## src/rtl/lsw_pkg.sv

```systemverilog
// shared types, constants and register codes for the lcd serial window framer
package lsw_pkg;

  localparam int unsigned IDX_W = 10;
  localparam int unsigned PIX_W = 8;
  localparam int unsigned BYTE_W = 8;

  localparam int unsigned BYTES_PER_ROW = 16;
  localparam int unsigned HALF_ROWS = 32;
  localparam int unsigned LOWER_HALF_WORD_OFFSET = 8;
  localparam int unsigned WORDS_IN_ROW = BYTES_PER_ROW / 2;

  localparam int unsigned ROW_W = $clog2((2 ** IDX_W) / BYTES_PER_ROW);
  localparam int unsigned COL_W = $clog2(BYTES_PER_ROW);
  localparam int unsigned WSUM_W = $clog2(WORDS_IN_ROW) + 2;

  localparam int unsigned QUEUE_DEPTH_DEF = 4;

  localparam int unsigned CFG_IDX_W = 2;
  localparam int unsigned CFG_DATA_W = 6;
  localparam logic [CFG_IDX_W-1:0] CFG_FIRST_ROW = 2'd0;
  localparam logic [CFG_IDX_W-1:0] CFG_LAST_ROW = 2'd1;
  localparam logic [CFG_IDX_W-1:0] CFG_FIRST_WORD = 2'd2;
  localparam logic [CFG_IDX_W-1:0] CFG_WORD_COUNT = 2'd3;

  localparam logic [BYTE_W-1:0] SYNC_CMD = 8'hF8;
  localparam logic [BYTE_W-1:0] SYNC_DATA = 8'hFA;
  localparam logic [BYTE_W-1:0] ADDR_CMD = 8'h80;
  localparam logic [BYTE_W-1:0] NIBBLE_MASK = 8'hF0;

  localparam logic [1:0] TRIP_ROW = 2'd0;
  localparam logic [1:0] TRIP_COL = 2'd1;
  localparam logic [1:0] TRIP_DATA = 2'd2;

  localparam logic [1:0] PH_SYNC = 2'd0;
  localparam logic [1:0] PH_HI = 2'd1;
  localparam logic [1:0] PH_LO = 2'd2;

  typedef struct packed {
    logic [5:0] first_row;
    logic [5:0] last_row;
    logic [2:0] first_word;
    logic [3:0] word_count;
  } cfg_t;

  localparam cfg_t CFG_RESET = '{
    first_row: 6'd0,
    last_row: 6'd63,
    first_word: 3'd0,
    word_count: 4'd8
  };

  typedef struct packed {
    logic [BYTE_W-1:0] row_cmd;
    logic [BYTE_W-1:0] col_cmd;
    logic [PIX_W-1:0]  pix;
    logic              row_start;
    logic              at_end;
  } desc_t;

endpackage

```

## src/rtl/lsw_in_if.sv

```systemverilog
// input channel: frame buffer byte and its index
interface lsw_in_if;
  logic                       valid;
  logic                       ready;
  logic [lsw_pkg::IDX_W-1:0]  byte_index;
  logic [lsw_pkg::PIX_W-1:0]  pixel_byte;

  modport source(output valid, output byte_index, output pixel_byte, input ready);
  modport sink(input valid, input byte_index, input pixel_byte, output ready);
endinterface

```

## src/rtl/lsw_out_if.sv

```systemverilog
// output channel: serial link bytes with run and window flags
interface lsw_out_if;
  logic                        valid;
  logic                        ready;
  logic [lsw_pkg::BYTE_W-1:0]  wire_byte;
  logic                        last_in_run;
  logic                        window_end;

  modport source(output valid, output wire_byte, output last_in_run, output window_end,
                 input ready);
  modport sink(input valid, input wire_byte, input last_in_run, input window_end,
               output ready);
endinterface

```

## src/rtl/lsw_front.sv

```systemverilog
// front end: window registers, window test and command byte build
module lsw_front (
  input  logic                             clk_i,
  input  logic                             rst_ni,
  input  logic                             cfg_we_i,
  input  logic [lsw_pkg::CFG_IDX_W-1:0]    cfg_idx_i,
  input  logic [lsw_pkg::CFG_DATA_W-1:0]   cfg_data_i,
  lsw_in_if.sink                           in_i,
  input  logic                             full_i,
  output logic                             push_o,
  output lsw_pkg::desc_t                   desc_o
);

  lsw_pkg::cfg_t                     cfg_q;
  logic [lsw_pkg::IDX_W-1:0]         row_full;
  logic [lsw_pkg::IDX_W-1:0]         col_full;
  logic [lsw_pkg::ROW_W-1:0]         row;
  logic [lsw_pkg::COL_W-1:0]         col;
  logic [lsw_pkg::WSUM_W-1:0]        fw_ext;
  logic [lsw_pkg::WSUM_W-1:0]        avail;
  logic [lsw_pkg::WSUM_W-1:0]        count;
  logic [lsw_pkg::WSUM_W:0]          col_lo;
  logic [lsw_pkg::WSUM_W:0]          col_hi;
  logic [lsw_pkg::WSUM_W:0]          col_ext;
  logic                              win_ok;
  logic                              in_win;
  logic                              lower;
  logic [lsw_pkg::BYTE_W-1:0]        raddr;
  logic [lsw_pkg::BYTE_W-1:0]        waddr;

  always_ff @(posedge clk_i or negedge rst_ni) begin
    if (!rst_ni) begin
      cfg_q <= lsw_pkg::CFG_RESET;
    end else if (cfg_we_i) begin
      case (cfg_idx_i)
        lsw_pkg::CFG_FIRST_ROW:  cfg_q.first_row <= cfg_data_i[5:0];
        lsw_pkg::CFG_LAST_ROW:   cfg_q.last_row <= cfg_data_i[5:0];
        lsw_pkg::CFG_FIRST_WORD: cfg_q.first_word <= cfg_data_i[2:0];
        lsw_pkg::CFG_WORD_COUNT: cfg_q.word_count <= cfg_data_i[3:0];
        default: ;
      endcase
    end
  end

  always_comb begin
    row_full = lsw_pkg::IDX_W'(in_i.byte_index / lsw_pkg::BYTES_PER_ROW);
    col_full = lsw_pkg::IDX_W'(in_i.byte_index % lsw_pkg::BYTES_PER_ROW);
    row      = row_full[lsw_pkg::ROW_W-1:0];
    col      = col_full[lsw_pkg::COL_W-1:0];

    fw_ext = lsw_pkg::WSUM_W'(cfg_q.first_word);
    avail  = lsw_pkg::WSUM_W'(lsw_pkg::WORDS_IN_ROW) - fw_ext;
    if (lsw_pkg::WSUM_W'(cfg_q.word_count) > avail) begin
      count = avail;
    end else begin
      count = lsw_pkg::WSUM_W'(cfg_q.word_count);
    end
    col_lo  = {fw_ext, 1'b0};
    col_hi  = {fw_ext + count, 1'b0};
    col_ext = (lsw_pkg::WSUM_W + 1)'(col);

    win_ok = (fw_ext < lsw_pkg::WSUM_W'(lsw_pkg::WORDS_IN_ROW)) && (count != '0)
             && (cfg_q.first_row <= cfg_q.last_row);
    in_win = win_ok && (row >= cfg_q.first_row) && (row <= cfg_q.last_row)
             && (col_ext >= col_lo) && (col_ext < col_hi);

    lower = (lsw_pkg::BYTE_W'(row) >= lsw_pkg::BYTE_W'(lsw_pkg::HALF_ROWS));
    if (lower) begin
      raddr = lsw_pkg::BYTE_W'(row) - lsw_pkg::BYTE_W'(lsw_pkg::HALF_ROWS);
      waddr = lsw_pkg::BYTE_W'(cfg_q.first_word)
              + lsw_pkg::BYTE_W'(lsw_pkg::LOWER_HALF_WORD_OFFSET);
    end else begin
      raddr = lsw_pkg::BYTE_W'(row);
      waddr = lsw_pkg::BYTE_W'(cfg_q.first_word);
    end

    desc_o.row_cmd   = lsw_pkg::ADDR_CMD | raddr;
    desc_o.col_cmd   = lsw_pkg::ADDR_CMD | waddr;
    desc_o.pix       = in_i.pixel_byte;
    desc_o.row_start = (col_ext == col_lo);
    desc_o.at_end    = (row == cfg_q.last_row) && (col_ext == col_hi - 1'b1);
  end

  assign in_i.ready = !full_i;
  assign push_o     = in_i.valid && !full_i && in_win;

endmodule

```

## src/rtl/lsw_queue.sv

```systemverilog
// short first-word-fall-through queue of framed items between front and back
module lsw_queue #(
  parameter int unsigned DEPTH = lsw_pkg::QUEUE_DEPTH_DEF
) (
  input  logic            clk_i,
  input  logic            rst_ni,
  input  logic            push_i,
  input  lsw_pkg::desc_t  desc_i,
  output logic            full_o,
  input  logic            pop_i,
  output lsw_pkg::desc_t  desc_o,
  output logic            empty_o
);

  localparam int unsigned PTR_W = (DEPTH > 1) ? $clog2(DEPTH) : 1;
  localparam int unsigned CNT_W = $clog2(DEPTH + 1);

  lsw_pkg::desc_t     mem_q [DEPTH];
  logic [PTR_W-1:0]   wr_ptr_q, wr_ptr_d;
  logic [PTR_W-1:0]   rd_ptr_q, rd_ptr_d;
  logic [CNT_W-1:0]   cnt_q, cnt_d;

  assign full_o  = (cnt_q == CNT_W'(DEPTH));
  assign empty_o = (cnt_q == '0);
  assign desc_o  = mem_q[rd_ptr_q];

  always_comb begin
    wr_ptr_d = wr_ptr_q;
    rd_ptr_d = rd_ptr_q;
    cnt_d    = cnt_q;
    if (push_i) begin
      wr_ptr_d = (wr_ptr_q == PTR_W'(DEPTH - 1)) ? '0 : wr_ptr_q + 1'b1;
    end
    if (pop_i) begin
      rd_ptr_d = (rd_ptr_q == PTR_W'(DEPTH - 1)) ? '0 : rd_ptr_q + 1'b1;
    end
    if (push_i && !pop_i) begin
      cnt_d = cnt_q + 1'b1;
    end else if (pop_i && !push_i) begin
      cnt_d = cnt_q - 1'b1;
    end
  end

  always_ff @(posedge clk_i or negedge rst_ni) begin
    if (!rst_ni) begin
      wr_ptr_q <= '0;
      rd_ptr_q <= '0;
      cnt_q    <= '0;
    end else begin
      wr_ptr_q <= wr_ptr_d;
      rd_ptr_q <= rd_ptr_d;
      cnt_q    <= cnt_d;
    end
  end

  always_ff @(posedge clk_i) begin
    if (push_i) begin
      mem_q[wr_ptr_q] <= desc_i;
    end
  end

  a_no_push_full: assert property (@(posedge clk_i) disable iff (!rst_ni)
    !(push_i && full_o))
    else $error("push into full queue");

  a_no_pop_empty: assert property (@(posedge clk_i) disable iff (!rst_ni)
    !(pop_i && empty_o))
    else $error("pop from empty queue");

  a_cnt_grows: assert property (@(posedge clk_i) disable iff (!rst_ni)
    (push_i && !pop_i) |=> (cnt_q == $past(cnt_q) + 1'b1))
    else $error("queue count did not follow push");

endmodule

```

## src/rtl/lsw_back.sv

```systemverilog
// back end: expands a queued item into sync and nibble bytes on the output register
module lsw_back (
  input  logic            clk_i,
  input  logic            rst_ni,
  input  lsw_pkg::desc_t  desc_i,
  input  logic            empty_i,
  output logic            pop_o,
  lsw_out_if.source       out_o
);

  logic                        out_valid_q;
  logic [lsw_pkg::BYTE_W-1:0]  wire_byte_q;
  logic                        last_q;
  logic                        end_q;
  logic                        first_q;
  logic [1:0]                  trip_q;
  logic [1:0]                  phase_q;
  logic                        load;
  logic [1:0]                  trip;
  logic [lsw_pkg::BYTE_W-1:0]  cur;
  logic [lsw_pkg::BYTE_W-1:0]  sync;
  logic [lsw_pkg::BYTE_W-1:0]  byte_d;
  logic                        is_last;

  always_comb begin
    load = !empty_i && (!out_valid_q || out_o.ready);
    if (first_q) begin
      trip = desc_i.row_start ? lsw_pkg::TRIP_ROW : lsw_pkg::TRIP_DATA;
    end else begin
      trip = trip_q;
    end
    case (trip)
      lsw_pkg::TRIP_ROW: cur = desc_i.row_cmd;
      lsw_pkg::TRIP_COL: cur = desc_i.col_cmd;
      default:           cur = desc_i.pix;
    endcase
    sync = (trip == lsw_pkg::TRIP_DATA) ? lsw_pkg::SYNC_DATA : lsw_pkg::SYNC_CMD;
    case (phase_q)
      lsw_pkg::PH_SYNC: byte_d = sync;
      lsw_pkg::PH_HI:   byte_d = cur & lsw_pkg::NIBBLE_MASK;
      lsw_pkg::PH_LO:   byte_d = {cur[3:0], 4'b0000};
      default:          byte_d = sync;
    endcase
    is_last = (trip == lsw_pkg::TRIP_DATA) && (phase_q == lsw_pkg::PH_LO);
  end

  assign pop_o = load && is_last;

  always_ff @(posedge clk_i or negedge rst_ni) begin
    if (!rst_ni) begin
      out_valid_q <= 1'b0;
      first_q     <= 1'b1;
      trip_q      <= lsw_pkg::TRIP_ROW;
      phase_q     <= lsw_pkg::PH_SYNC;
    end else if (load) begin
      out_valid_q <= 1'b1;
      if (is_last) begin
        first_q <= 1'b1;
        phase_q <= lsw_pkg::PH_SYNC;
        trip_q  <= lsw_pkg::TRIP_ROW;
      end else if (phase_q == lsw_pkg::PH_LO) begin
        first_q <= 1'b0;
        phase_q <= lsw_pkg::PH_SYNC;
        trip_q  <= trip + 1'b1;
      end else begin
        first_q <= 1'b0;
        phase_q <= phase_q + 1'b1;
        trip_q  <= trip;
      end
    end else if (out_o.ready) begin
      out_valid_q <= 1'b0;
    end
  end

  always_ff @(posedge clk_i) begin
    if (load) begin
      wire_byte_q <= byte_d;
      last_q      <= is_last;
      end_q       <= is_last && desc_i.at_end;
    end
  end

  assign out_o.valid       = out_valid_q;
  assign out_o.wire_byte   = wire_byte_q;
  assign out_o.last_in_run = last_q;
  assign out_o.window_end  = end_q;

  a_end_is_last: assert property (@(posedge clk_i) disable iff (!rst_ni)
    (out_o.valid && out_o.window_end) |-> out_o.last_in_run)
    else $error("window end without end of run");

  a_trip_legal: assert property (@(posedge clk_i) disable iff (!rst_ni)
    !first_q |-> (trip_q == lsw_pkg::TRIP_ROW || trip_q == lsw_pkg::TRIP_COL
                  || trip_q == lsw_pkg::TRIP_DATA))
    else $error("byte group counter out of range");

  a_head_held: assert property (@(posedge clk_i) disable iff (!rst_ni)
    !first_q |-> !empty_i)
    else $error("queue head lost in the middle of an item");

endmodule

```

## src/rtl/lcd_serial_window_framer.sv

```systemverilog
// top level of the lcd serial window framer
// Each frame buffer byte inside the row and word window comes out as three link bytes
// (sync, high nibble, low nibble), and the first window byte of a row as nine, adding
// the row and column address commands. The single output register issues one byte a
// cycle while the receiver is ready and a queued item waits. A byte outside the window
// is taken and gives nothing. The front end classifies each input in the cycle it
// arrives and keeps taking input while a queue of QUEUE_DEPTH framed items has room, so
// input and output stall independently. Window registers must be written through the
// plain write port while the block is idle; the block itself does not enforce this.
module lcd_serial_window_framer #(
  parameter int unsigned QUEUE_DEPTH = lsw_pkg::QUEUE_DEPTH_DEF
) (
  input  logic                            clk_i,
  input  logic                            rst_ni,
  input  logic                            cfg_we_i,
  input  logic [lsw_pkg::CFG_IDX_W-1:0]   cfg_idx_i,
  input  logic [lsw_pkg::CFG_DATA_W-1:0]  cfg_data_i,
  lsw_in_if.sink                          in_i,
  lsw_out_if.source                       out_o
);

  logic            push;
  logic            full;
  logic            pop;
  logic            empty;
  lsw_pkg::desc_t  push_desc;
  lsw_pkg::desc_t  head_desc;

  lsw_front u_front (
    .clk_i      (clk_i),
    .rst_ni     (rst_ni),
    .cfg_we_i   (cfg_we_i),
    .cfg_idx_i  (cfg_idx_i),
    .cfg_data_i (cfg_data_i),
    .in_i       (in_i),
    .full_i     (full),
    .push_o     (push),
    .desc_o     (push_desc)
  );

  lsw_queue #(
    .DEPTH (QUEUE_DEPTH)
  ) u_queue (
    .clk_i   (clk_i),
    .rst_ni  (rst_ni),
    .push_i  (push),
    .desc_i  (push_desc),
    .full_o  (full),
    .pop_i   (pop),
    .desc_o  (head_desc),
    .empty_o (empty)
  );

  lsw_back u_back (
    .clk_i   (clk_i),
    .rst_ni  (rst_ni),
    .desc_i  (head_desc),
    .empty_i (empty),
    .pop_o   (pop),
    .out_o   (out_o)
  );

endmodule
```

## src/flat_wrapper.sv

```systemverilog
// flat-port wrapper written by rule: the top's interface ports become plain ports
module lcd_serial_window_framer_flat 
#(
  parameter int unsigned QUEUE_DEPTH = lsw_pkg::QUEUE_DEPTH_DEF
)
  (clk_i, rst_ni, cfg_we_i, cfg_idx_i, cfg_data_i, in_i_valid, in_i_byte_index, in_i_pixel_byte, in_i_ready, out_o_valid, out_o_wire_byte, out_o_last_in_run, out_o_window_end, out_o_ready);
  lsw_in_if in_i_i ();
  lsw_out_if out_o_i ();
  input  logic clk_i;
  input  logic rst_ni;
  input  logic cfg_we_i;
  input  logic [lsw_pkg::CFG_IDX_W-1:0] cfg_idx_i;
  input  logic [lsw_pkg::CFG_DATA_W-1:0] cfg_data_i;
  input wire logic [$bits(in_i_i.valid)-1:0] in_i_valid;
  input wire logic [$bits(in_i_i.byte_index)-1:0] in_i_byte_index;
  input wire logic [$bits(in_i_i.pixel_byte)-1:0] in_i_pixel_byte;
  output wire logic [$bits(in_i_i.ready)-1:0] in_i_ready;
  output wire logic [$bits(out_o_i.valid)-1:0] out_o_valid;
  output wire logic [$bits(out_o_i.wire_byte)-1:0] out_o_wire_byte;
  output wire logic [$bits(out_o_i.last_in_run)-1:0] out_o_last_in_run;
  output wire logic [$bits(out_o_i.window_end)-1:0] out_o_window_end;
  input wire logic [$bits(out_o_i.ready)-1:0] out_o_ready;
  assign in_i_i.valid = in_i_valid;
  assign in_i_i.byte_index = in_i_byte_index;
  assign in_i_i.pixel_byte = in_i_pixel_byte;
  assign in_i_ready = in_i_i.ready;
  assign out_o_valid = out_o_i.valid;
  assign out_o_wire_byte = out_o_i.wire_byte;
  assign out_o_last_in_run = out_o_i.last_in_run;
  assign out_o_window_end = out_o_i.window_end;
  assign out_o_i.ready = out_o_ready;
  lcd_serial_window_framer #(.QUEUE_DEPTH(QUEUE_DEPTH)) u_core (.clk_i(clk_i), .rst_ni(rst_ni), .cfg_we_i(cfg_we_i), .cfg_idx_i(cfg_idx_i), .cfg_data_i(cfg_data_i), .in_i(in_i_i), .out_o(out_o_i));
endmodule
```

## config.mk

```make
export PLATFORM = sky130hd
export DESIGN_NAME = lcd_serial_window_framer_flat
export DESIGN_NICKNAME = d
export VERILOG_FILES = /design/src/rtl/lsw_pkg.sv /design/src/rtl/lsw_in_if.sv /design/src/rtl/lsw_out_if.sv /design/src/rtl/lsw_front.sv /design/src/rtl/lsw_queue.sv /design/src/rtl/lsw_back.sv /design/src/rtl/lcd_serial_window_framer.sv /design/src/flat_wrapper.sv
export SDC_FILE = /design/constraint.sdc
export NUM_CORES = 1
export LEC_CHECK = 0
export BUFFER_PORTS_ARGS = -buffer_cell sky130_fd_sc_hd__buf_4
export CAP_MARGIN = 25
export CORE_AREA = 2 2 117 119
export CTS_CLUSTER_SIZE = 24
export DETAILED_ROUTE_END_ITERATION = 6
export DIE_AREA = 0 0 119 121
export PLACE_DENSITY_LB_ADDON = 0.2
export SLEW_MARGIN = 5
export SYNTH_ARGS = -nofsm -noshare
export SYNTH_HDL_FRONTEND = slang
export SYNTH_HIERARCHICAL = 1
export SYNTH_SLANG_ARGS = --single-unit
export TNS_END_PERCENT = 20
```

## constraint.sdc

```tcl
create_clock -name clk_i -period 5.5 [get_ports clk_i]
set_input_delay 0.275 -clock clk_i [delete_from_list [all_inputs] [get_ports clk_i]]
set_output_delay 0.275 -clock clk_i [all_outputs]
set_load 0.005 [all_outputs]
```

# --- Yosys cells after proc, flatten, opt, wreduce, memory -nomap -nowiden ---
# Memories as Yosys holds them, arrays and structs flattened.
# Index checks and enable logic that the tools add are counted.
# W data, S select, Z words.
word_totals:
  wordCells: 97
  inputBits: 31
  n_memories: 1
  ramBits: 88
  register_bits: 42
  out_inout_bits: 12
mem_list:
  columns: ["memory", "depth", "word_bits", "rd", "rd_clocked_by_memory_dff", "wr", "line_no", "rtl"]
  rows:
  - ["u_core.u_queue.mem_q", 4, 22, 1, 0, 1, "lsw_queue.sv:18", "lsw_pkg::desc_t mem_q [DEPTH];"]
classes:
  add_sub_neg: 11
  reduce_logical: 30
  n_eq_ne: 13
  n_mux: 21
  magnitude_cmp: 7
op_table:
  columns: ["cell", "count"]
  rows:
  - ["$pmux W8 S2", 2]
  - ["$mux W2", 9]
  - ["$logic_and A1 B1 Y1", 14]
  - ["$eq A2 B2 Y1 const B", 6]
  - ["$le A6 B6 Y1", 2]
  - ["$mux W5", 2]
  - ["$add A2 B1 Y2 const B", 4]
  - ["$reduce_and A2 Y1", 4]
  - ["$mux W7", 1]
  - ["$sub A6 B6 Y7 const B", 1]
  - ["$eq A2 B1 Y1 const B", 3]
  - ["$eq A4 B6 Y1", 1]
  - ["$eq A6 B6 Y1", 1]
  - ["$ge A6 B6 Y1", 1]
  - ["$ge A6 B6 Y1 const B", 1]
  - ["$lt A4 B6 Y1", 1]
  - ["$mux W3", 2]
  - ["$sub A6 B1 Y6 const B", 1]
  - ["$add A3 B4 Y5 const B", 1]
  - ["$add A3 B5 Y5", 1]
  - ["$gt A4 B5 Y1", 1]
  - ["$logic_not A1 Y1", 5]
  - ["$mux W1", 5]
  - ["$reduce_bool A5 Y1", 1]
  - ["10 further kinds", 12]

# --- Depth between registers and ports, before layout ---
# Gate-level depths: netlist (run 1).
depth:
  word_depth: 14
  depth_mapped: 23
  depth_no_buf: 23

# --- Hierarchy ---
# The synthesis (run 1) kept the hierarchy.
modules_own_cells:
  columns: ["mod", "n_inst", "cells_each", "seq_area_each_um2", "area_each_um2"]
  rows:
  - ["lsw_queue", 1, 173, 3298.2, 4216.5]
  - ["lsw_front", 1, 220, 484.2, 2052.0]
  - ["lsw_back", 1, 76, 391.6, 853.3]

# --- Least setup slack after synthesis (run 1) ---
# OpenSTA, ideal clock, no wires.
synth_timing:
  path_type: "register to register"
  from: "register u_core/u_front/cfg_q[4] (netlist name)"
  to: "register u_core.u_queue.cnt_q[1]"
  required_ps: 5375
  period_less_slack_ps: 4513
  path_stages_with_launch: 19
  slack_ps: 987
  path_buffers: 0
  t_arrival_ps: 4388
  setup_ps: 125
  cell_sequence: "dfrtp_1 inv_1 ha_1 inv_1 ha_1 nor2b_1 o21ai_2 a21oi_4 mux2_2 inv_1 fa_1 ha_1 a21oi_1 maj3_1 o211a_1 ha_1 inv_1 fa_1 mux2_2"
synth_between:
  elab_cells_between_ends: 18
  cone_classes: "add/sub: 2; order compare: 3; mux: 2; reduce/logical: 11"
synth_rtl:
  columns: ["item", "line_no", "rtl"]
  rows:
  - ["from (decl)", "lsw_front.sv:14", "lsw_pkg::cfg_t cfg_q;"]
  - ["from (signal assigned)", "lsw_front.sv:33", "cfg_q <= lsw_pkg::CFG_RESET;"]
  - ["parallel branches: the longest is 8 deep, another holds $lt A4 B6 Y1", null, null]
  - ["$logic_and A1 B1 Y1 *", "lsw_front.sv:65", "&& (col_ext >= col_lo) && (col_ext < col_hi);"]
  - ["$logic_and A1 B1 Y1 *", "lsw_front.sv:85", "assign push_o = in_i.valid && !full_i && in_win;"]
  - ["net u_core.push", "lcd_serial_window_framer.sv:22", "logic push;"]
  - ["$logic_and A1 B1 Y1 *", "lsw_queue.sv:37", "if (push_i && !pop_i) begin"]
  - ["$mux W3 *", "lsw_queue.sv:37", null]
  - ["net u_core.u_queue.cnt_d[1]", "lsw_queue.sv:21", "logic [CNT_W-1:0] cnt_q, cnt_d;"]
  - ["to (signal assigned)", "lsw_queue.sv:52", "cnt_q <= cnt_d;"]
  - ["to (decl)", "lsw_queue.sv:21", null]
# Mark *: on every way through the listed nets, which the timed path passes.
# A chain may end at the register's enable or synchronous reset.

# --- Final worst setup path (run 1) ---
layout_timing:
  from: "register u_core/u_front/cfg_q[5] (netlist name)"
  to: "register u_core.u_queue.cnt_q[1]"
# Same word-level chain as after synthesis.

==> metrics.txt, run 1 <==
H-tree level count=4; hold path endpoint=u_core/u_queue/mem_q[0][4]; clock buffer depth=2; via count=3855; Post-synth ARST share=22.22%; Hold Fails Final Rpt=0; DRT Pass-1 Iters=5; via density per instance=5.555; Post-Route Utilization=61.48%; GRT Resource Usage Total=19.01%; # DRC=0; DIE WIDTH=119 um; flop2flop setup slack=0.56 ns; total CTS buffers=17; row cnt=42; Post-Syn Instances=469; largest net degree at the start of global routing=33; routability congestion estimate from global placement=0.8274; post-DP HPWL=8316 um; internal power=2.669 mW; diodes inserted=0; Avg Synthesized Cell Area=15.19 um^2; most frequent cells after synthesis=112 x edfxtp_1, 44 x ha_1, 39 x inv_1; die area=14400 um^2; Slew HR=61.68%; Power, Total=3.860 mW; Routed WL per cell=18.02 um; reg2reg end=u_core/u_queue/cnt_q[1]; critical path fanouts, max=9; synth top area cells=edfxtp_1 47%, dfrtp_1 8.4%, ha_1 7.7%; Yosys reg bits=144; register area=4174 um^2; r2r worst-path depth=18; LEAKAGE=3.151 nW; period utilisation layout=89.76%; Worst-path clk slew=0.06 ns; yosys warns=6; area of the multi-input gates=2534 um^2; final worst path period need=4.937 ns; Peak VDD IR=0.2226 mV; min-delay worst type=in -> reg; run status=finished, final reports clean; final setup violation count=0; CP Capture Type=flip-flop; critical path launch point type=flip-flop; worst min-delay path startpoint=in_i_pixel_byte[2]; Most used DFF post-synth=edfxtp_1; Cell variety after synth=66; most frequent cell after synthesis=edfxtp_1; Netlist Area Pre-Place=7122 um^2; Flop pwr share=36.5%; Die Y=121 um; first-pass GRT wire length=20420 um; port bufs=40; post-CTS setup buffers=0; critical path class=reg -> reg; Worst Skew=0.008375 ns; clock share of power=30.0%; Worst Max-Slew Pin Slew=0.5705 ns; critical path required time=5.80 ns; post-cts sizing count=0; hold path depth=1; core area=13090 um^2; share of the synthesized area in the top cell type=47.22%; Seq/Total Area, Yosys=58.61%; grt ovf=0; fill cell count=959; setup TNS=0 ns; P per Cell Area=479.7 nW/um^2; number of antenna violations at the first check in global routing=0; final net count=582; CTS tree=done; Clock Latency Late Sink=0.42 ns; area delta synth->final=12.97%; cts hold-fix bufs=1; cell taking the most area after synthesis=edfxtp_1; Final Slew Violations=0; post-route ant nets=0; CTS sink cnt=144; Starting DRT DRC Count=277; IO Count=43; FF-to-FF Start=u_core/u_front/cfg_q[5]; sw frac=30.84%; Total Wirelength=12510 um; Root Buffer=clkbuf_16; EDFF count, synth=112; Max Fclk=202.6 MHz; Initial Util=54.43%; unrepaired setup endpoints after global routing=no; critical path arrival=5.24 ns; vias in the first global route=3886; MaxCap Viol Count=0; fraction of layout cells with a size suffix above 1=26.64%; Switch Pwr=1.190 mW; Logic pwr share=33.5%
==> how the worst max path moves through the flow <==
stage,from,end,cells past startpoint
final,u_core/u_front/cfg_q[5],u_core/u_queue/cnt_q[1],18
after global routing,u_core/u_front/cfg_q[5],u_core/u_queue/cnt_q[2],21
after CTS,u_core/u_front/cfg_q[5],u_core/u_queue/cnt_q[1],18
after detailed placement,u_core/u_front/cfg_q[5],u_core/u_queue/cnt_q[1],18
after global placement,u_core/u_front/cfg_q[5],u_core/u_queue/cnt_q[1],18
after floorplan,u_core/u_front/cfg_q[4],u_core/u_queue/cnt_q[1],18
==> through the flow <==
| step | setup WS [ns] | cell area [um^2] | instances | hold WS [ns] |
|---|---|---|---|---|
| 6_report | 0.5633 | 8045 | 694 | 0.05875 |
| 5_1_grt | 0.2554 | 8045 | 694 | 0.04553 |
| 4_1_cts | 0.5381 | 8040 | 693 | 0.04342 |
| 3_5_place_dp | 0.5387 | 7423 | 660 | 0.2453 |
| 3_3_place_gp | 0.7052 | 7423 | 660 | 0.2432 |
| 2_1_floorplan | 0.9872 | 7144 | 475 | -0.02059 |
==> critical path, stage by stage (launching register included) <==
cell and delay [ns]:
dfrtp_1 0.49, inv_1 0.15, ha_1 0.35, inv_1 0.06, ha_1 0.28, nor2b_1 0.16
o21ai_2 0.09, a21oi_4 0.27, mux2_2 0.40, inv_1 0.08, fa_1 0.47, ha_1 0.30
a21oi_1 0.06, maj3_1 0.35, o211a_1 0.31, ha_1 0.25, inv_1 0.07, fa_1 0.40
mux2_2 0.26
==> cells by family after synthesis <==
| family | after synthesis | synth area share, % |
|---|---|---|
| xor+xnor | 9 | 1.212 |
| other cells | 3 | 0.1581 |
| mux | 50 | 12.65 |
| buf+inv | 77 | 6.131 |
| fa+ha+maj | 47 | 8.433 |
| flops | 144 | 58.61 |
| simple gates | 73 | 6.096 |
| compound gates | 66 | 6.711 |
==> power by group through the flow <==
| stage | logic [mW] | registers, mW | clock network, mW |
|---|---|---|---|
| finish | 1.29 | 1.41 | 1.16 |
| detailed placement | 1.29 | 1.43 | 0 |
| floorplan | 1.02 | 1.41 | 0 |
| global placement | 1.26 | 1.42 | 0 |
| global route | 1.45 | 1.42 | 1.23 |
| CTS | 1.30 | 1.41 | 1.18 |
==> registers in the layout, summed over array words and instances, names as in the netlist <==
register	count
u_core/u_queue/mem_q	104
u_core/u_front/cfg_q	19
u_core/u_back/out_o.wire_byte	6
u_core/u_queue/cnt_q	3
u_core/u_back/phase_q	2
u_core/u_back/trip_q	2
u_core/u_queue/rd_ptr_q	2
u_core/u_queue/wr_ptr_q	2
u_core/u_back/first_q	1
u_core/u_back/out_o.last_in_run	1
u_core/u_back/out_o.valid	1
u_core/u_back/out_o.window_end	1
==> final cells by class <==
cell class	count	area share [%]
multi-input cells	254	31.49
flip-flops and latches	144	51.88
clock inverters	11	1.695
repair buffers	48	4.479
inverters	40	1.866
clock buffers	21	5.848
well taps	176	2.737
==> per-layer routing <==
layer / vias to the layer above / track usage, % / wire, um
met5: - / 0 / 0
met4: 0 / 6.920 / 176
met3: 20 / 5.075 / 727
met2: 122 / 30.68 / 6155
met1: 1896 / 24.99 / 5447
li1: 1817 / - / -
==> layout by cell type, fill, tap and decap left out, drive strengths merged, types with 3 or more instances in the layout <==
cell,Yosys,final
a211oi,3,3
a21o,6,6
a21oi,16,16
a22o,8,8
and2,6,6
and3,4,4
buf,35,47
bufinv,0,3
clkbuf,2,21
clkinv,0,7
conb,3,9
dfrtp,24,24
dfstp,8,8
edfxtp,112,112
ha,44,44
inv,40,40
mux2,20,20
mux2i,4,4
mux4,26,26
nand2,15,15
nand2b,5,5
nand3,5,5
nor2,11,11
nor2b,7,7
nor3,4,4
nor3b,3,3
nor4,3,3
o21ai,17,17
o221ai,4,4
xnor2,3,3
xor2,6,6
No activity file was read; power rests on OpenSTA's default activity.
==> run 2: changes to the inputs <==
--- a/config.mk
+++ b/config.mk
@@ -7,14 +7,12 @@
 export LEC_CHECK = 0
 export BUFFER_PORTS_ARGS = -buffer_cell sky130_fd_sc_hd__buf_4
 export CAP_MARGIN = 25
-export CORE_AREA = 2 2 117 119
-export CTS_CLUSTER_SIZE = 24
+export CORE_AREA = 2 2 106 108
 export DETAILED_ROUTE_END_ITERATION = 6
-export DIE_AREA = 0 0 119 121
+export DIE_AREA = 0 0 108 110
 export PLACE_DENSITY_LB_ADDON = 0.2
 export SLEW_MARGIN = 5
 export SYNTH_ARGS = -nofsm -noshare
 export SYNTH_HDL_FRONTEND = slang
-export SYNTH_HIERARCHICAL = 1
 export SYNTH_SLANG_ARGS = --single-unit
 export TNS_END_PERCENT = 20
==> run 2 against run 1 <==
Effect of this change:
- clock skew rose by 0.0014 ns
- worst setup slack got worse by 0.17 ns
- routed wire length decreased by 12%
- combinational power is 9% lower
- sequential share of layout area decreased by 3.0 points
- via count fell by 11%
- clock power decreased by 9%
==> metrics.txt, run 2 <==
vias in the first global route=3553 (-8.6%); Netlist Area Pre-Place=5812 um^2 (-18%); # DRC=0 (unchanged); r2r worst-path depth=23 (+5); port bufs=40 (unchanged); Final Slew Violations=0 (unchanged); routability congestion estimate from global placement=0.7656 (-7.5%); number of antenna violations at the first check in global routing=0 (unchanged); P per Cell Area=488.1 nW/um^2 (+1.7%); GRT Resource Usage Total=20.41% (+1.4 points); synth top area cells=edfxtp_1 45%, dfrtp_1 10%, ha_1 9.5%; period utilisation layout=92.90% (+3.1 points); clock buffer depth=2 (unchanged); share of the synthesized area in the top cell type=45.47% (-1.8 points); diodes inserted=0 (unchanged); most frequent cells after synthesis=88 x edfxtp_1, 44 x ha_1, 32 x inv_1; Hold Fails Final Rpt=0 (unchanged); final worst path period need=5.109 ns (+0.1727 ns); Flop pwr share=34.9% (-1.6 points); sw frac=31.04% (+0.20 points); Worst Skew=0.009737 ns (+0.001363 ns); Switch Pwr=1.070 mW (-10%); flop2flop setup slack=0.39 ns (-0.17 ns); Finished Cell Area=7064 um^2 (-12%); DIE WIDTH=108 um (-9.2%); FF-to-FF Start=u_core.u_front.cfg_q[5]; Root Buffer=clkbuf_8; Most used DFF post-synth=edfxtp_1; via count=3429 (-11%); internal power=2.378 mW (-11%); Seq/Total Area, Yosys=59.42% (+0.81 points); EDFF count, synth=88 (-21%); IO Count=43 (unchanged); Yosys reg bits=120 (-17%); CTS tree=done; critical path arrival=5.54 ns (+0.30 ns); largest net degree at the start of global routing=33 (unchanged); Peak VDD IR=0.2345 mV (+5.3%); Logic pwr share=34.3% (+0.8 points); Avg Synthesized Cell Area=14.71 um^2 (-3.1%); Worst Max-Slew Pin Slew=0.5679 ns (-0.002539 ns); clock share of power=30.9% (+0.9 points); first-pass GRT wire length=18000 um (-12%); LEAKAGE=2.812 nW (-11%); Initial Util=54.33% (-0.10 points); fraction of layout cells with a size suffix above 1=27.01% (+0.37 points); reg2reg end=u_core.u_queue.cnt_q[2]; yosys warns=0 (-6); Post-Syn Instances=395 (-16%); Worst Setup EP=u_core.u_queue.cnt_q[2]; critical path fanouts, max=9 (unchanged); most common cell after layout, fill and taps aside=edfxtp_1; worst min-delay path startpoint=in_i_byte_index[5]; most frequent cells in the layout=88 x edfxtp_1, 44 x ha_1, 44 x buf_4; Post-synth ARST share=26.67% (+4.4 points); Post-Route Utilization=66.04% (+4.6 points); total CTS buffers=17 (unchanged); via density per instance=5.486 (-1.2%); Worst-path clk slew=0.06 ns (about the same); dpl cells=576 (-13%); Starting DRT DRC Count=152 (-45%); largest register by flop count=u_core.u_queue.mem_q; critical path launch point type=flip-flop; cell taking the most area after synthesis=edfxtp_1; most frequent cell after synthesis=edfxtp_1; Finished Layout Cells=625 (-9.9%); Max Fclk=195.7 MHz (-3.4%); final setup violation count=0 (unchanged); area delta synth->final=21.55%; run status=finished, final reports clean; CTS sink cnt=120 (-17%); grt ovf=0 (unchanged); CP Capture Type=flip-flop; critical path class=reg -> reg; Total Wirelength=11060 um (-12%); min-delay worst type=in -> reg; Die Y=110 um (-9.1%); post-DP HPWL=7387 um (-11%); critical path required time=5.93 ns (+0.13 ns); MaxCap Viol Count=0 (unchanged); Post-Place Cell Area=6297 um^2 (-15%); row cnt=38 (-9.5%); Slew HR=62.14% (+0.46 points); Fin Hold WS=0.02109 ns (-0.03767 ns); DRT Pass-1 Iters=5 (unchanged); H-tree level count=4 (unchanged); final net count=550 (-5.5%); Routed WL per cell=17.69 um (-1.9%); die area=11880 um^2 (-17%); core area=10700 um^2 (-18%); Cell variety after synth=56 (-15%); Clock Latency Late Sink=0.50 ns (+0.08 ns); critical path startpoint=u_core.u_front.cfg_q[5]; max FFs per register=80 (-23%); post-route ant nets=0 (unchanged)
## run 2: cell count changes after synthesis, sizes merged, moves of 4 or more
cell    previous run  this run
nor2b              7         3
a21oi             16         5
buf               35         4
nand2             15        26
inv               40        32
a22o               8         1
mux4              26        20
edfxtp           112        88
a22oi              0         4
## run 2: final cells by class
| type | count | area, um^2 |
|---|---|---|
| clock buffer | 18 | 417.9 |
| clock inverter | 13 | 155.1 |
| fill | 782 | 3633 |
| inverter | 33 | 123.9 |
| multi-input combinational | 239 | 2232 |
| sequential | 120 | 3455 |
| tap | 140 | 175.2 |
| timing repair buffer | 62 | 505.5 |
## run 2: cell families (layout without fill, tap and decap cells)
group,after synthesis,in the layout,share of synthesized area (%)
muxes,43,43,12.27
and+or+nand+nor,79,79,7.212
other,1,6,0.06452
adders and majority gates,46,46,10.16
xor gates and xnor gates,8,8,1.206
AOI/OAI and AO/OA,57,57,6.868
buffers and inverters,41,126,2.798
DFF,120,120,59.42
## run 2: routing by layer
metal | wire [um] | up-vias | global-route usage (%)
met5 | 0 | - | 0
met4 | 182 | 0 | 7.875
met3 | 306 | 16 | 4.821
met2 | 5688 | 63 | 36.03
met1 | 4877 | 1698 | 24.41
li1 | - | 1652 | -
## run 2: timing repair
item | 4_1_cts | 5_1_grt
endpoints found under the setup margin | 0 | 2
endpoints found under the hold margin | 78 | 0
resized for setup | 0 | 4
hold buffers | 17 | 0
buffers inserted | 0 | 0
## run 2: power by group through the flow
| stage | Sequential [mW] | Clock [mW] | Combinational [mW] |
|---|---|---|---|
| 2_1_floorplan | 1.21 | 0 | 0.855 |
| 3_3_place_gp | 1.21 | 0 | 1.12 |
| 3_5_place_dp | 1.22 | 0 | 1.16 |
| 4_1_cts | 1.20 | 1.08 | 1.18 |
| 5_1_grt | 1.22 | 1.12 | 1.32 |
| 6_report | 1.20 | 1.06 | 1.18 |
## run 2: worst max-delay path, cell delays in order (launching register included)
cell       delay (ns)
dfrtp_2          0.46
inv_1            0.16
ha_1             0.23
xor2_1           0.22
ha_1             0.32
and3b_1          0.22
a2111oi_4        0.35
nor2_2           0.17
nand2_1          0.10
o21ai_1          0.06
ha_1             0.20
inv_1            0.07
fa_1             0.46
ha_1             0.29
nor2b_1          0.13
o22ai_1          0.16
a221oi_2         0.12
nor2_4           0.19
ha_1             0.21
inv_1            0.06
fa_1             0.43
xor2_1           0.17
nor2_1           0.11
xor2_1           0.15
## run 2: through the flow
stage	setup WS (ns)	setup TNS [ns]	total power [mW]
6_report	0.3906	0	3.448
5_1_grt	-0.009714	-0.009714	3.660
4_1_cts	0.1874	0	3.460
3_5_place_dp	0.2245	0	2.376
3_3_place_gp	0.4689	0	2.331
2_1_floorplan	0.6889	0	2.066
## run 2: worst min-delay path by stage
stage	slack (ns)	depth (start not counted)	endpoint
global placement	0.25	1	u_core.u_back.phase_q[0]
floorplan	-0.02	0	u_core.u_back.out_o.valid
detailed placement	0.26	1	u_core.u_front.cfg_q[18]
global route	0.009	1	u_core.u_queue.mem_q[0][16]
finish	0.02	1	u_core.u_queue.mem_q[0][16]
CTS	0.005	3	u_core.u_front.cfg_q[15]
==> run 3: changes to the inputs <==
--- a/config.mk
+++ b/config.mk
@@ -7,9 +7,10 @@
 export LEC_CHECK = 0
 export BUFFER_PORTS_ARGS = -buffer_cell sky130_fd_sc_hd__buf_4
 export CAP_MARGIN = 25
-export CORE_AREA = 2 2 106 108
+export CORE_AREA = 2 2 136 85
 export DETAILED_ROUTE_END_ITERATION = 6
-export DIE_AREA = 0 0 108 110
+export DIE_AREA = 0 0 138 87
+export HOLD_SLACK_MARGIN = 0.03
 export PLACE_DENSITY_LB_ADDON = 0.2
 export SLEW_MARGIN = 5
 export SYNTH_ARGS = -nofsm -noshare
==> run 3 against run 2 <==
Effect of this change:
- utilization down 2.5 points
- power up 0.97%
- hold slack better by 0.039 ns
- first-iteration DRC count up 14%
- via count down 0.26%
- flip-flop and latch count unchanged
- global-route usage up 0.15 points
- sequential power about the same
- register-to-register slack better by 0.02 ns
- non-clock buffer count down 16
- critical path type unchanged
==> metrics.txt, run 3 (synthesized netlist as in run 2, its figures left out) <==
critical path class=reg -> reg; post-CTS setup buffers=0 (unchanged); vias in the first global route=3562 (+0.25%); critical path launch point type=flip-flop; Slew HR=57.28% (-4.9 points); largest net degree at the start of global routing=33 (unchanged); Root Buffer=clkbuf_16; number of antenna violations at the first check in global routing=0 (unchanged); Routed WL per cell=18.77 um (+6.1%); final worst path period need=5.094 ns (-0.01578 ns); GRT Resource Usage Total=20.56% (+0.15 points); Post-Route Utilization=63.49% (-2.5 points); critical path required time=5.84 ns (-0.09 ns); via count=3420 (-0.26%); critical path fanouts, max=9 (unchanged); routability congestion estimate from global placement=0.7896 (+3.1%); pre-CTS WS=0.1660 ns (-0.05856 ns); most common cell after layout, fill and taps aside=edfxtp_1; Final Slew Violations=0 (unchanged); Finished Layout Cells=614 (-1.8%); MaxCap Viol Count=0 (unchanged); Clock Latency Late Sink=0.41 ns (-0.09 ns); final setup violation count=0 (unchanged); setup TNS=0 ns (unchanged); Peak VDD IR=0.2613 mV (+11%); P per Cell Area=503.7 nW/um^2 (+3.2%); Initial Util=53.39% (-0.94 points); DRT Pass-1 Iters=4 (-1); die area=12010 um^2 (+1.1%); Total Wirelength=11530 um (+4.3%); Setup WS post-layout=0.4064 ns (+0.01578 ns); fraction of layout cells with a size suffix above 1=29.36% (+2.4 points); row cnt=30 (-21%); # DRC=0 (unchanged); IO Count=43 (unchanged); first-pass GRT wire length=18420 um (+2.4%); DIE WIDTH=138 um (+28%); Worst Max-Slew Pin Slew=0.6385 ns (+0.07055 ns); total CTS buffers=17 (unchanged); Worst-path clk slew=0.06 ns (about the same); min-delay worst type=in -> reg; via density per instance=5.570 (+1.5%); port bufs=40 (unchanged); max FFs per register=80 (unchanged); post-DP HPWL=7737 um (+4.7%); CTS sink cnt=120 (unchanged); dpl cells=581 (+0.87%); CTS tree=done; Starting DRT DRC Count=173 (+14%); clock buffer depth=2 (unchanged); most frequent cells in the layout=88 x edfxtp_1, 44 x buf_4, 43 x ha_1; Hold Fails Final Rpt=0 (unchanged); Max Fclk=196.3 MHz (+0.31%); CP Capture Type=flip-flop; Die Y=87 um (-21%); Power, Total=3.481 mW (+0.97%); post-route ant nets=0 (unchanged); final net count=534 (-2.9%); run status=finished, final reports clean; core area=10890 um^2 (+1.8%); area delta synth->final=18.92%; diodes inserted=0 (unchanged); LEAKAGE=2.743 nW (-2.4%); critical path arrival=5.43 ns (-0.11 ns); Worst Skew=0.009120 ns (-0.0006171 ns); largest register by flop count=u_core.u_queue.mem_q; H-tree level count=4 (unchanged); grt ovf=0 (unchanged); unrepaired setup endpoints after global routing=no; flop2flop setup slack=0.41 ns (+0.02 ns); period utilisation layout=92.61% (-0.29 points)
==> run 3: area by class of cell <==
type	instances	area [um^2]
fill	833	3974
sequential	120	3455
multi-input combinational	239	2242
clock buffer	17	425.4
timing repair buffer	46	345.3
tap	144	180.2
clock inverter	15	140.1
inverter	33	123.9
==> run 3: repair_timing <==
action,4_1_cts,5_1_grt
hold buffers,1,0
gates resized for setup,0,6
hold endpoints to repair,24,0
endpoints found under the setup margin,0,72
==> run 3: metrics by stage <==
step / area (um^2) / hold slack (ns)
final: 6912 / 0.05976
after global routing: 6912 / 0.04424
after CTS: 6883 / 0.03819
after detailed placement: 6307 / 0.2522
after global placement: 6302 / 0.2452
after floorplan: 5831 / -0.02059
==> run 3: path summary, 6_finish.rpt <==
check                                        startpoint                    endpoint  depth (start not counted)
min in group asynchronous                        rst_ni  u_core.u_queue.wr_ptr_q[0]                          2
max in group asynchronous                        rst_ni    u_core.u_front.cfg_q[10]                          2
worst min-delay path                 in_i_pixel_byte[0]  u_core.u_queue.mem_q[3][2]                          1
worst min register to register  u_core.u_queue.cnt_q[2]     u_core.u_queue.cnt_q[2]                          1
worst max-delay path            u_core.u_front.cfg_q[5]     u_core.u_queue.cnt_q[2]                         22
worst max register to register  u_core.u_front.cfg_q[5]     u_core.u_queue.cnt_q[2]                         22
==> run 3: critical path: stages, from the launching register on <==
cell	delay, ns
dfrtp_2	0.46
inv_2	0.11
ha_2	0.22
xor2_2	0.18
ha_1	0.31
and3b_1	0.22
a2111oi_4	0.35
nor2_2	0.17
o21ai_0	0.21
ha_1	0.20
inv_1	0.05
fa_1	0.57
ha_1	0.26
nor2b_1	0.13
o22ai_1	0.15
a221oi_2	0.11
nor2_4	0.19
ha_1	0.21
inv_1	0.07
fa_1	0.43
xor2_1	0.17
nor2_1	0.11
xor2_1	0.14
==> run 3: per-layer routing <==
layer  wire length [um]  share of wire [%]  global-route usage, %
met5                  0                  0                      0
met2               5178                 45                  31.14
met3                523                4.5                  4.948
met1               5649                 49                  28.74
met4                174                1.5                  9.276
==> run 3: power breakdown <==
part / leakage [nW] / switching [mW] / total [mW] / internal [mW]
logic: 1.30 / 0.656 / 1.22 / 0.565
clock network: 0.268 / 0.428 / 1.06 / 0.629
registers: 1.17 / 0.0770 / 1.20 / 1.13
